File: src/hw/rtl/remv_pkg.sv
// ----------------------------------------------------------------------------
// remv_pkg
// Shared constants and types for the running error mean/variance block.
// ----------------------------------------------------------------------------
package remv_pkg;

    // default word format: Q16.16 in 32 bits
    localparam int DATA_WIDTH_DEF = 32;
    localparam int FRAC_BITS_DEF  = 16;

    // sample counter and configuration register widths are fixed
    localparam int COUNT_W = 32;
    localparam int CFG_W   = 32;

    // operations of the shared square/divide unit
    typedef enum logic {
        OP_SQR = 1'b0,
        OP_DIV = 1'b1
    } t_alu_op;

    typedef struct packed {
        logic    start;
        t_alu_op op;
    } t_alu_ctl;

    typedef struct packed {
        logic done;
        logic ovf;
    } t_alu_sts;

endpackage

File: src/hw/rtl/remv_alu.sv
// ----------------------------------------------------------------------------
// remv_alu
// Shared iterative unit: squares a word by shift-and-add or divides a
// double word by a count-width divisor, one bit per cycle.
// ----------------------------------------------------------------------------
module remv_alu #(
    parameter int DATA_WIDTH = remv_pkg::DATA_WIDTH_DEF
) (
    input  logic                      i_clk,
    input  logic                      i_rst_n,
    input  remv_pkg::t_alu_ctl        i_ctl,
    input  logic [2*DATA_WIDTH-1:0]   i_opa,
    input  logic [remv_pkg::COUNT_W-1:0] i_opb,
    output remv_pkg::t_alu_sts        o_sts,
    output logic [2*DATA_WIDTH-1:0]   o_res
);

    localparam int DW = DATA_WIDTH;
    localparam int PW = 2 * DATA_WIDTH;
    localparam int CW = remv_pkg::COUNT_W;
    localparam int HW = (DW > CW) ? DW : CW;
    localparam int KW = $clog2(DW);

    logic                r_busy, n_busy;
    logic                r_done, n_done;
    logic                r_ovf, n_ovf;
    logic [KW-1:0]       r_iter, n_iter;
    remv_pkg::t_alu_op   r_op, n_op;
    logic [PW-1:0]       r_acc, n_acc;
    logic [DW-1:0]       r_sh, n_sh;
    logic [DW-1:0]       r_mcand, n_mcand;
    logic [CW-1:0]       r_rem, n_rem;
    logic [CW-1:0]       r_dvs, n_dvs;

    logic [HW-1:0]       w_hi_x;
    logic [HW-1:0]       w_dvs_x;
    logic                w_start_ovf;
    logic [CW:0]         w_trial;
    logic [CW+1:0]       w_diff;
    logic                w_fits;
    logic [PW-1:0]       w_acc_add;
    logic                w_last;

    assign w_hi_x      = HW'(i_opa[PW-1:DW]);
    assign w_dvs_x     = HW'(i_opb);
    // quotient would not fit in one word
    assign w_start_ovf = (w_hi_x >= w_dvs_x);

    assign w_trial   = {r_rem, r_sh[DW-1]};
    assign w_diff    = {1'b0, w_trial} - {2'b00, r_dvs};
    assign w_fits    = ~w_diff[CW+1];
    assign w_acc_add = {r_acc[PW-2:0], 1'b0} + (r_sh[DW-1] ? PW'(r_mcand) : PW'(0));
    assign w_last    = (r_iter == KW'(DW - 1));

    always_comb begin
        n_busy  = r_busy;
        n_done  = 1'b0;
        n_ovf   = r_ovf;
        n_iter  = r_iter;
        n_op    = r_op;
        n_acc   = r_acc;
        n_sh    = r_sh;
        n_mcand = r_mcand;
        n_rem   = r_rem;
        n_dvs   = r_dvs;
        if (i_ctl.start) begin
            n_op   = i_ctl.op;
            n_iter = '0;
            n_ovf  = 1'b0;
            case (i_ctl.op)
                remv_pkg::OP_SQR: begin
                    n_acc   = '0;
                    n_sh    = i_opa[DW-1:0];
                    n_mcand = i_opa[DW-1:0];
                    n_busy  = 1'b1;
                end
                remv_pkg::OP_DIV: begin
                    n_rem = w_hi_x[CW-1:0];
                    n_sh  = i_opa[DW-1:0];
                    n_dvs = i_opb;
                    if (w_start_ovf) begin
                        n_ovf  = 1'b1;
                        n_done = 1'b1;
                        n_busy = 1'b0;
                    end else begin
                        n_busy = 1'b1;
                    end
                end
                default: n_busy = 1'b0;
            endcase
        end else if (r_busy) begin
            case (r_op)
                remv_pkg::OP_SQR: begin
                    n_acc = w_acc_add;
                    n_sh  = {r_sh[DW-2:0], 1'b0};
                end
                remv_pkg::OP_DIV: begin
                    n_rem = w_fits ? w_diff[CW-1:0] : w_trial[CW-1:0];
                    n_sh  = {r_sh[DW-2:0], w_fits};
                end
                default: n_sh = r_sh;
            endcase
            n_iter = r_iter + 1'b1;
            if (w_last) begin
                n_busy = 1'b0;
                n_done = 1'b1;
            end
        end
    end

    always_ff @(posedge i_clk) begin
        if (!i_rst_n) begin
            r_busy <= 1'b0;
            r_done <= 1'b0;
            r_ovf  <= 1'b0;
        end else begin
            r_busy <= n_busy;
            r_done <= n_done;
            r_ovf  <= n_ovf;
        end
    end

    always_ff @(posedge i_clk) begin
        r_iter  <= n_iter;
        r_op    <= n_op;
        r_acc   <= n_acc;
        r_sh    <= n_sh;
        r_mcand <= n_mcand;
        r_rem   <= n_rem;
        r_dvs   <= n_dvs;
    end

    assign o_sts.done = r_done;
    assign o_sts.ovf  = r_ovf;
    assign o_res      = (r_op == remv_pkg::OP_SQR) ? r_acc : PW'(r_sh);

endmodule

File: src/hw/rtl/running_error_mean_variance_top.sv
// ----------------------------------------------------------------------------
// running_error_mean_variance_top
// Running mean and unbiased variance of the x/y position error between a
// reference and a measured track. The first sample after reset latches the
// reference origin, loads the means with the measured position and both
// variances with the initial variance register. For every later sample,
// per axis the shared square/divide unit runs a square and three divisions
// (by n, by n-1 and by n again), one bit per cycle, and the input is not
// ready during that time. A finished word waits in the output register
// while the next sample is taken. The saturated flag in tuser marks any
// clipped initial variance, error, term, sum or a sample count stuck at
// its maximum.
// ----------------------------------------------------------------------------
module running_error_mean_variance_top #(
    parameter int DATA_WIDTH = remv_pkg::DATA_WIDTH_DEF,
    parameter int FRAC_BITS  = remv_pkg::FRAC_BITS_DEF
) (
    input  logic                               i_clk,
    input  logic                               i_rst_n,
    // configuration: initial variance, unsigned
    input  logic                               i_cfg_wr_en,
    input  logic [remv_pkg::CFG_W-1:0]         i_cfg_wr_data,
    // input word
    input  logic                               s_axis_tvalid,
    output logic                               s_axis_tready,
    // ref_x, ref_y, meas_x, meas_y (from bit 0 up)
    input  logic [((4*DATA_WIDTH+7)/8)*8-1:0]  s_axis_tdata,
    // output word
    output logic                               m_axis_tvalid,
    input  logic                               m_axis_tready,
    // var_x, var_y, mean_x, mean_y (from bit 0 up)
    output logic [((4*DATA_WIDTH+7)/8)*8-1:0]  m_axis_tdata,
    // saturated
    output logic [0:0]                         m_axis_tuser
);

    localparam int DW   = DATA_WIDTH;
    localparam int PW   = 2 * DATA_WIDTH;
    localparam int CW   = remv_pkg::COUNT_W;
    localparam int GW   = remv_pkg::CFG_W;
    localparam int XW   = (DW > GW) ? DW : GW;
    localparam int TW   = ((4 * DATA_WIDTH + 7) / 8) * 8;

    typedef enum logic [6:0] {
        ST_IDLE = 7'b0000001,
        ST_ERR  = 7'b0000010,
        ST_MUL  = 7'b0000100,
        ST_SQ   = 7'b0001000,
        ST_VAR  = 7'b0010000,
        ST_MEAN = 7'b0100000,
        ST_HOLD = 7'b1000000
    } t_state;

    t_state              r_state, n_state;
    logic [CW-1:0]       r_cnt, n_cnt;
    logic [GW-1:0]       r_iv;
    logic                r_axis, n_axis;
    logic                r_sat, n_sat;
    logic                r_out_valid, n_out_valid;
    remv_pkg::t_alu_ctl  r_alu_ctl, n_alu_ctl;
    logic [PW-1:0]       r_opa, n_opa;
    logic [CW-1:0]       r_opb, n_opb;

    logic [DW-1:0]       r_ref [2];
    logic [DW-1:0]       n_ref [2];
    logic [DW-1:0]       r_meas [2];
    logic [DW-1:0]       n_meas [2];
    logic [DW-1:0]       r_org [2];
    logic [DW-1:0]       n_org [2];
    logic [DW-1:0]       r_mean [2];
    logic [DW-1:0]       n_mean [2];
    logic [DW-1:0]       r_var [2];
    logic [DW-1:0]       n_var [2];
    logic [DW-1:0]       r_mag, n_mag;
    logic                r_neg, n_neg;
    logic [DW-1:0]       r_t1, n_t1;
    logic [DW-1:0]       r_t2, n_t2;
    logic [4*DW-1:0]     r_out_data, n_out_data;
    logic                r_out_sat, n_out_sat;

    logic                w_s_acc;
    logic                w_m_acc;
    logic                w_cnt_max;
    logic [CW-1:0]       w_cnt_next;
    logic [XW-1:0]       w_iv_x;
    logic                w_iv_sat;
    logic [DW-1:0]       w_iv;
    logic [DW-1:0]       w_sel_ref, w_sel_meas, w_sel_org, w_sel_mean, w_sel_var;
    logic [DW:0]         w_rel;
    logic [DW+1:0]       w_err_w;
    logic                w_err_sat;
    logic [DW-1:0]       w_err;
    logic [DW:0]         w_d;
    logic [DW:0]         w_d_abs;
    logic [PW-1:0]       w_sq_sh;
    logic [DW:0]         w_sum;
    logic [DW-1:0]       w_q;

    remv_pkg::t_alu_sts  w_alu_sts;
    logic [PW-1:0]       w_alu_res;

    remv_alu #(
        .DATA_WIDTH (DATA_WIDTH)
    ) u_alu (
        .i_clk   (i_clk),
        .i_rst_n (i_rst_n),
        .i_ctl   (r_alu_ctl),
        .i_opa   (r_opa),
        .i_opb   (r_opb),
        .o_sts   (w_alu_sts),
        .o_res   (w_alu_res)
    );

    assign s_axis_tready = (r_state == ST_IDLE);
    assign w_s_acc       = s_axis_tvalid & s_axis_tready;
    assign w_m_acc       = r_out_valid & m_axis_tready;

    assign w_cnt_max  = (r_cnt == {CW{1'b1}});
    assign w_cnt_next = w_cnt_max ? r_cnt : r_cnt + 1'b1;

    // initial variance clipped to the word when the word is narrower
    assign w_iv_x   = XW'(r_iv);
    assign w_iv_sat = (w_iv_x > XW'({DW{1'b1}}));
    assign w_iv     = w_iv_sat ? {DW{1'b1}} : w_iv_x[DW-1:0];

    assign w_sel_ref  = r_ref[r_axis];
    assign w_sel_meas = r_meas[r_axis];
    assign w_sel_org  = r_org[r_axis];
    assign w_sel_mean = r_mean[r_axis];
    assign w_sel_var  = r_var[r_axis];

    // error = meas - (ref - origin), clipped to the signed word
    assign w_rel     = {w_sel_ref[DW-1], w_sel_ref} - {w_sel_org[DW-1], w_sel_org};
    assign w_err_w   = {{2{w_sel_meas[DW-1]}}, w_sel_meas} - {w_rel[DW], w_rel};
    assign w_err_sat = ~((&w_err_w[DW+1:DW-1]) | ~(|w_err_w[DW+1:DW-1]));
    assign w_err     = !w_err_sat ? w_err_w[DW-1:0] :
                       w_err_w[DW+1] ? {1'b1, {(DW-1){1'b0}}} : {1'b0, {(DW-1){1'b1}}};

    assign w_d     = {w_err[DW-1], w_err} - {w_sel_mean[DW-1], w_sel_mean};
    assign w_d_abs = w_d[DW] ? (~w_d + 1'b1) : w_d;

    assign w_sq_sh = w_alu_res >> FRAC_BITS;
    assign w_q     = w_alu_res[DW-1:0];
    assign w_sum   = {1'b0, r_t1} + {1'b0, r_t2};

    always_comb begin
        n_state     = r_state;
        n_cnt       = r_cnt;
        n_axis      = r_axis;
        n_sat       = r_sat;
        n_out_valid = r_out_valid & ~w_m_acc;
        n_alu_ctl   = '{start: 1'b0, op: r_alu_ctl.op};
        n_opa       = r_opa;
        n_opb       = r_opb;
        n_ref       = r_ref;
        n_meas      = r_meas;
        n_org       = r_org;
        n_mean      = r_mean;
        n_var       = r_var;
        n_mag       = r_mag;
        n_neg       = r_neg;
        n_t1        = r_t1;
        n_t2        = r_t2;
        n_out_data  = r_out_data;
        n_out_sat   = r_out_sat;

        case (r_state)
            ST_IDLE: begin
                if (w_s_acc) begin
                    n_cnt     = w_cnt_next;
                    n_ref[0]  = s_axis_tdata[DW-1:0];
                    n_ref[1]  = s_axis_tdata[2*DW-1:DW];
                    n_meas[0] = s_axis_tdata[3*DW-1:2*DW];
                    n_meas[1] = s_axis_tdata[4*DW-1:3*DW];
                    n_axis    = 1'b0;
                    if (r_cnt == '0) begin
                        // first sample: latch origin, seed mean and variance
                        n_org[0]  = s_axis_tdata[DW-1:0];
                        n_org[1]  = s_axis_tdata[2*DW-1:DW];
                        n_mean[0] = s_axis_tdata[3*DW-1:2*DW];
                        n_mean[1] = s_axis_tdata[4*DW-1:3*DW];
                        n_var[0]  = w_iv;
                        n_var[1]  = w_iv;
                        n_sat     = w_iv_sat;
                        n_state   = ST_HOLD;
                    end else begin
                        n_sat   = w_cnt_max;
                        n_state = ST_ERR;
                    end
                end
            end
            ST_ERR: begin
                n_sat     = r_sat | w_err_sat;
                n_mag     = w_d_abs[DW-1:0];
                n_neg     = w_d[DW];
                n_alu_ctl = '{start: 1'b1, op: remv_pkg::OP_SQR};
                n_opa     = PW'(w_d_abs[DW-1:0]);
                n_state   = ST_MUL;
            end
            ST_MUL: begin
                if (w_alu_sts.done) begin
                    n_alu_ctl = '{start: 1'b1, op: remv_pkg::OP_DIV};
                    n_opa     = w_sq_sh;
                    n_opb     = r_cnt;
                    n_state   = ST_SQ;
                end
            end
            ST_SQ: begin
                if (w_alu_sts.done) begin
                    n_t2      = w_alu_sts.ovf ? {DW{1'b1}} : w_q;
                    n_sat     = r_sat | w_alu_sts.ovf;
                    n_alu_ctl = '{start: 1'b1, op: remv_pkg::OP_DIV};
                    n_opa     = PW'(w_sel_var);
                    n_opb     = r_cnt - 1'b1;
                    n_state   = ST_VAR;
                end
            end
            ST_VAR: begin
                if (w_alu_sts.done) begin
                    n_t1      = w_sel_var - w_q;
                    n_alu_ctl = '{start: 1'b1, op: remv_pkg::OP_DIV};
                    n_opa     = PW'(r_mag);
                    n_opb     = r_cnt;
                    n_state   = ST_MEAN;
                end
            end
            ST_MEAN: begin
                if (w_alu_sts.done) begin
                    n_var[r_axis]  = w_sum[DW] ? {DW{1'b1}} : w_sum[DW-1:0];
                    n_sat          = r_sat | w_sum[DW];
                    // step toward the error, truncated toward zero
                    n_mean[r_axis] = r_neg ? (w_sel_mean - w_q) : (w_sel_mean + w_q);
                    if (!r_axis) begin
                        n_axis  = 1'b1;
                        n_state = ST_ERR;
                    end else begin
                        n_state = ST_HOLD;
                    end
                end
            end
            ST_HOLD: begin
                if (!r_out_valid || m_axis_tready) begin
                    n_out_valid = 1'b1;
                    n_out_data  = {r_mean[1], r_mean[0], r_var[1], r_var[0]};
                    n_out_sat   = r_sat;
                    n_state     = ST_IDLE;
                end
            end
            default: n_state = ST_IDLE;
        endcase
    end

    always_ff @(posedge i_clk) begin
        if (!i_rst_n) begin
            r_state     <= ST_IDLE;
            r_cnt       <= '0;
            r_iv        <= '0;
            r_out_valid <= 1'b0;
            r_alu_ctl   <= '0;
        end else begin
            r_state     <= n_state;
            r_cnt       <= n_cnt;
            r_out_valid <= n_out_valid;
            r_alu_ctl   <= n_alu_ctl;
            if (i_cfg_wr_en) begin
                r_iv <= i_cfg_wr_data;
            end
        end
    end

    always_ff @(posedge i_clk) begin
        r_axis     <= n_axis;
        r_sat      <= n_sat;
        r_opa      <= n_opa;
        r_opb      <= n_opb;
        r_ref      <= n_ref;
        r_meas     <= n_meas;
        r_org      <= n_org;
        r_mean     <= n_mean;
        r_var      <= n_var;
        r_mag      <= n_mag;
        r_neg      <= n_neg;
        r_t1       <= n_t1;
        r_t2       <= n_t2;
        r_out_data <= n_out_data;
        r_out_sat  <= n_out_sat;
    end

    assign m_axis_tvalid = r_out_valid;
    assign m_axis_tdata  = TW'(r_out_data);
    assign m_axis_tuser  = r_out_sat;

    // count moves up by one per word and sticks at its maximum
    a_cnt_step: assert property (@(posedge i_clk) disable iff (!i_rst_n)
        w_s_acc |=> (r_cnt == $past(r_cnt) + 1'b1) ||
                    ($past(r_cnt) == {CW{1'b1}} && r_cnt == {CW{1'b1}}))
        else $error("sample count did not advance correctly");

    // the first word after reset needs no arithmetic
    a_first_word: assert property (@(posedge i_clk) disable iff (!i_rst_n)
        (w_s_acc && r_cnt == '0) |=> (r_state == ST_HOLD))
        else $error("first word did not go straight to output");

    // the unit is only started on entry to a wait state
    a_alu_start: assert property (@(posedge i_clk) disable iff (!i_rst_n)
        r_alu_ctl.start |-> (r_state == ST_MUL || r_state == ST_SQ ||
                             r_state == ST_VAR || r_state == ST_MEAN))
        else $error("shared unit started outside a wait state");

    // a finished operation is always awaited by the sequencer
    a_alu_done: assert property (@(posedge i_clk) disable iff (!i_rst_n)
        w_alu_sts.done |-> (r_state == ST_MUL || r_state == ST_SQ ||
                            r_state == ST_VAR || r_state == ST_MEAN))
        else $error("shared unit finished while nothing waits for it");

endmodule

File: config.mk
export PLATFORM = sky130hd
export DESIGN_NAME = running_error_mean_variance_top
export DESIGN_NICKNAME = d
export VERILOG_FILES = /design/src/hw/rtl/remv_pkg.sv /design/src/hw/rtl/remv_alu.sv /design/src/hw/rtl/running_error_mean_variance_top.sv
export SDC_FILE = /design/constraint.sdc
export NUM_CORES = 2
export LEC_CHECK = 0
export BUFFER_PORTS_ARGS = -buffer_cell sky130_fd_sc_hd__buf_2
export CORE_ASPECT_RATIO = 0.9
export CORE_MARGIN = 2
export CORE_UTILIZATION = 62
export CTS_CLUSTER_SIZE = 28
export DETAILED_ROUTE_END_ITERATION = 8
export GPL_TIMING_DRIVEN = 0
export PLACE_DENSITY = 0.88
export SLEW_MARGIN = 20
export SYNTH_ARGS = -nofsm -noshare
export SYNTH_HDL_FRONTEND = slang
export SYNTH_HIERARCHICAL = 1
export SYNTH_SLANG_ARGS = --single-unit
export TNS_END_PERCENT = 20
File: constraint.sdc
create_clock -name i_clk -period 10.9 [get_ports i_clk]
set_input_delay 1.09 -clock i_clk [delete_from_list [all_inputs] [get_ports i_clk]]
set_output_delay 1.09 -clock i_clk [all_outputs]
set_load 0.03 [all_outputs]
Word-level counts from Yosys, hierarchy flattened
Index checks and enable logic that the tools add are counted.

word-level totals
  memory bits (read-only) = 0
  bits in registers = 919
  output and inout port bits = 131
  bits of input ports = 165
  memories kept = 0
  logic and storage cells = 207
  bits in latches = 0
  memory bits (writable) = 0

operators by class
  mux-type cells = 85
  bitwise gates (word level) = 16
  $add $sub $neg = 13
  multiply operators = 0
  shifts and indexed selects = 0
  divide/modulo/power cells = 0
  reductions and logical operators = 32
  $lt $le $gt $ge = 4
  equal/unequal tests = 21

operators by type and width
  cell                                                    count
  two-way mux 32 bit                                      32
  two-way mux 64 bit                                      14
  one-hot mux 64 bit (2 select lines)                     2
  one-hot mux 64 bit (4 select lines)                     1
  bitwise mux 64 bit                                      2
  one-hot mux 32 bit (2 select lines)                     2
  subtractor 32 x 32 -> 33 bit                            2
  adder 32 x 1 -> 32 bit (second input constant)          2
  adder 64 bit                                            1
  subtractor 32 bit                                       2
  two-way mux 7 bit                                       8
  one-hot mux 7 bit (7 select lines)                      1
  subtractor 32 x 33 -> 34 bit                            1
  subtractor 33 x 32 -> 34 bit                            1
  adder 32 x 32 -> 33 bit                                 1
  adder 32 bit                                            1
  demux 32 bit (select 1 bit)                             1
  == test 32 bit (second input constant)                  1
  greater-or-equal comparator 32 bit                      1
  greater-than comparator 32 bit (second input constant)  1
  logical NOT 32 bit                                      1
  NOT 32 bit                                              1
  subtractor 32 x 1 -> 32 bit (second input constant)     1
  AND reduction 3 bit                                     7
  other kinds (32)                                        84

Logic depth before layout (Yosys ltp)
  word-level depth = 15
  gate-level depth with buffers = 37
  mapped depth without buffers = 31

By module
Netlist, hierarchy kept.

by module, submodules not included
  module                           cells an instance  area an instance (um2)  sequential area each (um2)  times used
  running_error_mean_variance_top  3,190              37,284.5                20,339.5                    1
  remv_alu                         1,240              13,180.1                5,955.7                     1

Least setup slack after synthesis
No wires, ideal clock.

  path type = flip-flop to flip-flop
  start = register r_cnt[19]
  end = register r_mean[0] in the netlist's numbering, enable pin
  setup time = 0.488 ns
  period minus slack after synthesis = 9.941 ns
  data required time = 10.412 ns
  stages on the path, launching flop included = 8
  arrival = 9.453 ns
  setup slack = 0.959 ns
  path buffers = 1
  path through = dfxtp_1 -> clkbuf_1 -> or4_1 -> nand4bb_1 -> or4b_2 -> nor3_1 -> a21oi_1 -> nor2_1

between the ends
  longest elaborated chain between the ends = 3

ends and longest elaborated chain
  element                                  RTL line                                RTL
  start: declaration                       running_error_mean_variance_top.sv:55   logic [CW-1:0] r_cnt, n_cnt;
  start signal: assignment                 running_error_mean_variance_top.sv:262  r_cnt <= n_cnt;
  logical NOT 32 bit                       running_error_mean_variance_top.sv:176  if (r_cnt == '0) begin
  != test 2 x 1 -> 1 bit (no source line)  -
  AND reduction 4 bit (no source line)     -
  end signal: assignment                   running_error_mean_variance_top.sv:279  r_mean <= n_mean;
  end: declaration                         running_error_mean_variance_top.sv:70   logic [DW-1:0] r_mean [2];

No other way between the ends.
A chain may end at the register's enable or synchronous reset.

Worst setup path after layout
  start = register r_axis
  end = register r_opa[31] (data pin)

between the ends
  longest elaborated chain between the ends = 15
  elaborated cells between the ends (all ways) = 30
  classes of those cells = add/sub: 4; mux: 20; bitwise: 4; reduce/logical: 2

ends and longest elaborated chain
  element                                                    RTL line                                                                        RTL
  start: declaration                                         running_error_mean_variance_top.sv:57                                           logic r_axis, n_axis;
  start signal: assignment                                   running_error_mean_variance_top.sv:272                                          r_axis <= n_axis;
  NOT 1 -> 2 bit (implied by the code) *                     -
  two-way mux 32 bit, on equally long branches (3 in a row)  running_error_mean_variance_top.sv:126, running_error_mean_variance_top.sv:128
  subtractor 32 x 32 -> 33 bit                               running_error_mean_variance_top.sv:133                                          assign w_rel = {w_sel_ref[DW-1], w_sel_ref} - {w_sel_org[DW-1], w_sel_org};
  subtractor 32 x 33 -> 34 bit                               running_error_mean_variance_top.sv:134                                          assign w_err_w = {{2{w_sel_meas[DW-1]}}, w_sel_meas} - {w_rel[DW], w_rel};
  OR reduction 3 bit                                         running_error_mean_variance_top.sv:135                                          assign w_err_sat = ~((&w_err_w[DW+1:DW-1]) | ~(|w_err_w[DW+1:DW-1]));
  NOT 1 bit                                                  running_error_mean_variance_top.sv:135
  OR 1 bit                                                   running_error_mean_variance_top.sv:135
  two-way mux 32 bit                                         running_error_mean_variance_top.sv:136                                          assign w_err = !w_err_sat ? w_err_w[DW-1:0] :
  subtractor 32 x 32 -> 33 bit *                             running_error_mean_variance_top.sv:139                                          assign w_d = {w_err[DW-1], w_err} - {w_sel_mean[DW-1], w_sel_mean};
  NOT 32 bit                                                 running_error_mean_variance_top.sv:140                                          assign w_d_abs = w_d[DW] ? (~w_d + 1'b1) : w_d;
  adder 32 x 1 -> 32 bit                                     running_error_mean_variance_top.sv:140
  two-way mux 32 bit *                                       running_error_mean_variance_top.sv:140
  net w_d_abs[31]                                            running_error_mean_variance_top.sv:94                                           logic [DW:0] w_d_abs;
  one-hot mux 64 bit (4 select lines) *                      running_error_mean_variance_top.sv:167                                          case (r_state)
  net n_opa[31]                                              running_error_mean_variance_top.sv:61                                           logic [PW-1:0] r_opa, n_opa;
  end signal: assignment                                     running_error_mean_variance_top.sv:274                                          r_opa <= n_opa;
  end: declaration                                           running_error_mean_variance_top.sv:61

The timed path passes the listed nets; every way through them passes the cells marked *. The select of a mux whose other input is x is not followed.

==> results.yml <==
setup_path:
  r2r_slack_ps: 260
  critPathMaxStageDelay_ps: 650
  path_buf_inv: 6
  crit_slowest_cell: "edfxtp_1"
  required_ps: 11290
  critPathTopFamily: "compound AO/OA/AOI/OAI gates"
  end_kind: "flip-flop"
  path_class: "reg -> reg"
  arrival_ps: 11030
  worstSetupStartpointType: "flip-flop"
  path_max_fanout: 10
die:
  coreArea_sq_um: 80900
  ioPinCount: 296
  rows: 99
  die_h_microns: 275
  die_w_microns: 305
  fp.dieArea_sq_um: 83700
  start_util_pct: 62.4
clock_tree:
  ctsHtreeMaxLevel: 3
  cts_buffers: 89
  cts.clk_slew.worst_paths_ps: 70
  cts_hold_buffers: 0
  cts_tree: "built"
  clockBufferDepth: 3
  cts_sinks: 903
  ctsRootBufferMaster: "clkbuf_16"
  clock_latency_ps: 670
logic_synthesis:
  async_flop_share_pct: 0
  ys_seq_area_share_pct: 52.1
  synth_edf_count: 821
  syn_area_sq_um: 50500
  ys.flop_type: "edfxtp_1"
  yosys_warnings: 6
  synthCells: 4430
  avgSynthCellArea_sq_um: 11.4
  ys_ff_latch: 903
  synth_cell_types: 102
route:
  vias: 39100
  firstDrtPassIters: 7
  routed_wl_microns: 148000
  wl_per_cell_microns: 24.7
  vias_per_cell: 6.52
  drc: 0
  ant_nets: 0
  drt-initial-drc-count: 5232
sta:
  slew_headroom_pct: 21.5
  post-route-period-util_pct: 97.6
  setup_viol: 0
  final.setup.tns_ps: 0
  skew_ps: 30.1
  max_slew.worst_pin.slew_ps: 1180
  max_freq_mhz: 94.0
  rsz0062_at_grt: "false"
  slew_viol_final: 0
  hold_viol_final: 0
  min_period_ps: 10640
  hold_ws_ps: 442
worst_hold_path:
  hp-class: "reg -> reg"
layout:
  fillerInstances: 5346
  fin_util_pct: 70.2
  finalNetCount: 5335
  multi_input_area_sq_um: 22700
  drive_gt1_share_pct: 14.5
  final_cell_area_sq_um: 56800
  regArea_sq_um: 26300
  area_growth_pct: 12.6
placed_design:
  place_congestion: 0.994
  io_buffers: 294
  hpwl_microns: 110000
  place_area_sq_um: 53900
global_routing:
  antenna_found_initial: 10
  overflow: 0
  track_usage_pct: 34.6
  grt_pass1_vias: 37800
  grt_max_degree: 85
  grt_pass1_wl_microns: 221000
run:
  max_cap_viol_count: 0
run_status:
  outcome: "finished clean"
==> state kept, by name (all words and copies together) (netlist names), 48 cells and up <==
name / flops
u_alu/r_acc: 64
r_mean: 64
m_axis_tdata: 128
r_var: 64
r_org: 64
r_ref: 64
r_meas: 64
r_opa: 48
==> cells by family (layout without fill, tap and decap cells) <==
| kind of cell | count (synthesis) | after routing | share of synthesized area (%) |
|---|---|---|---|
| xor+xnor | 332 | 332 | 5.76 |
| other cells | 1 | 38 | 0.00743 |
| buf+inv | 444 | 924 | 3.42 |
| mux | 284 | 284 | 5.95 |
| flops | 903 | 903 | 52.1 |
| compound gates | 973 | 973 | 13.0 |
| fa+ha+maj | 299 | 299 | 7.98 |
| simple gates | 1194 | 1194 | 11.8 |
==> final timing paths <==
check                     endpoint        from  cells past startpoint
setup / recovery         r_opa[31]      r_axis                     31
hold / removal    m_axis_tdata[72]  r_mean[40]                      0
setup reg to reg         r_opa[31]      r_axis                     31
hold reg to reg   m_axis_tdata[72]  r_mean[40]                      0
==> placed cells by master (no fill, tap or decap), types with 69 or more instances in the layout <==
cell type	n
a21oi_1	242
a21o_1	135
nand2_1	245
nor2_1	370
clkbuf_1	154
inv_1	257
xnor2_1	197
ha_1	261
mux2i_1	155
edfxtp_1	821
dfxtp_1	82
buf_2	305
xor2_1	135
nor2b_1	69
clkbuf_16	91
nand3_1	80
mux2_2	129
o21ai_0	195
==> routing by layer <==
layer / GRT usage, % / share of wire (%)
met5: 0 / 0.033
met4: 16.1 / 5.0
met3: 8.67 / 12
met2: 56.0 / 46
met1: 44.2 / 37
==> synthesized netlist by cell type (all sizes together) (46+ instances only) <==
library cell    n  area (sq um)
dfxtp          82          1640
edfxtp        821         24700
inv           261           980
nor2          374          1400
nand3          80           400
o21ai         216          1100
nor2b          70           438
mux2          129          1450
a21oi         243          1230
a22o           58           508
ha            261          3270
nor3           51           275
nand2         246           923
clkbuf        154           578
nand4          54           338
and2           67           422
xnor2         197          1730
nand2b         46           288
or2            47           294
xor2          135          1180
mux2i         155          1550
a21o          137          1030
==> repair_timing <==
action	in CTS	in global routing
resized for setup	11	16
endpoints found under the setup margin	63	43
setup buffers	0	0
==> stage by stage <==
step	std cells	setup slack, ps
finish	6007	261
global route	6003	54.2
CTS	6001	104
detailed placement	5841	-1340
global placement	5815	-4110
floorplan	4461	959
==> final cells by class <==
| cell class | instances | area share, % |
|---|---|---|
| flip-flops and latches | 903 | 46.3 |
| multi-input cells | 3114 | 39.9 |
| clock buffers | 111 | 4.25 |
| repair buffers | 320 | 3.30 |
| well taps | 1060 | 2.33 |
| inverters | 262 | 1.74 |
| plain buffers | 181 | 1.34 |
| clock inverters | 50 | 0.830 |
| diodes | 6 | 0.0264 |
==> worst reg2reg max path: cells and delay by family, from the launching register on <==
kind	cells	cell delay [ps]
AO/OA/AOI/OAI	15	4730
buffers and inverters	6	1620
multiplexers	1	400
XOR/XNOR	3	630
adder cells (fa/ha/maj)	4	1540
flip-flops	1	650
AND/OR/NAND/NOR	2	800
Power is left out: the tool's default activity adds up to more than one toggle a clock period on the data nets, which glitch-free logic cannot reach.
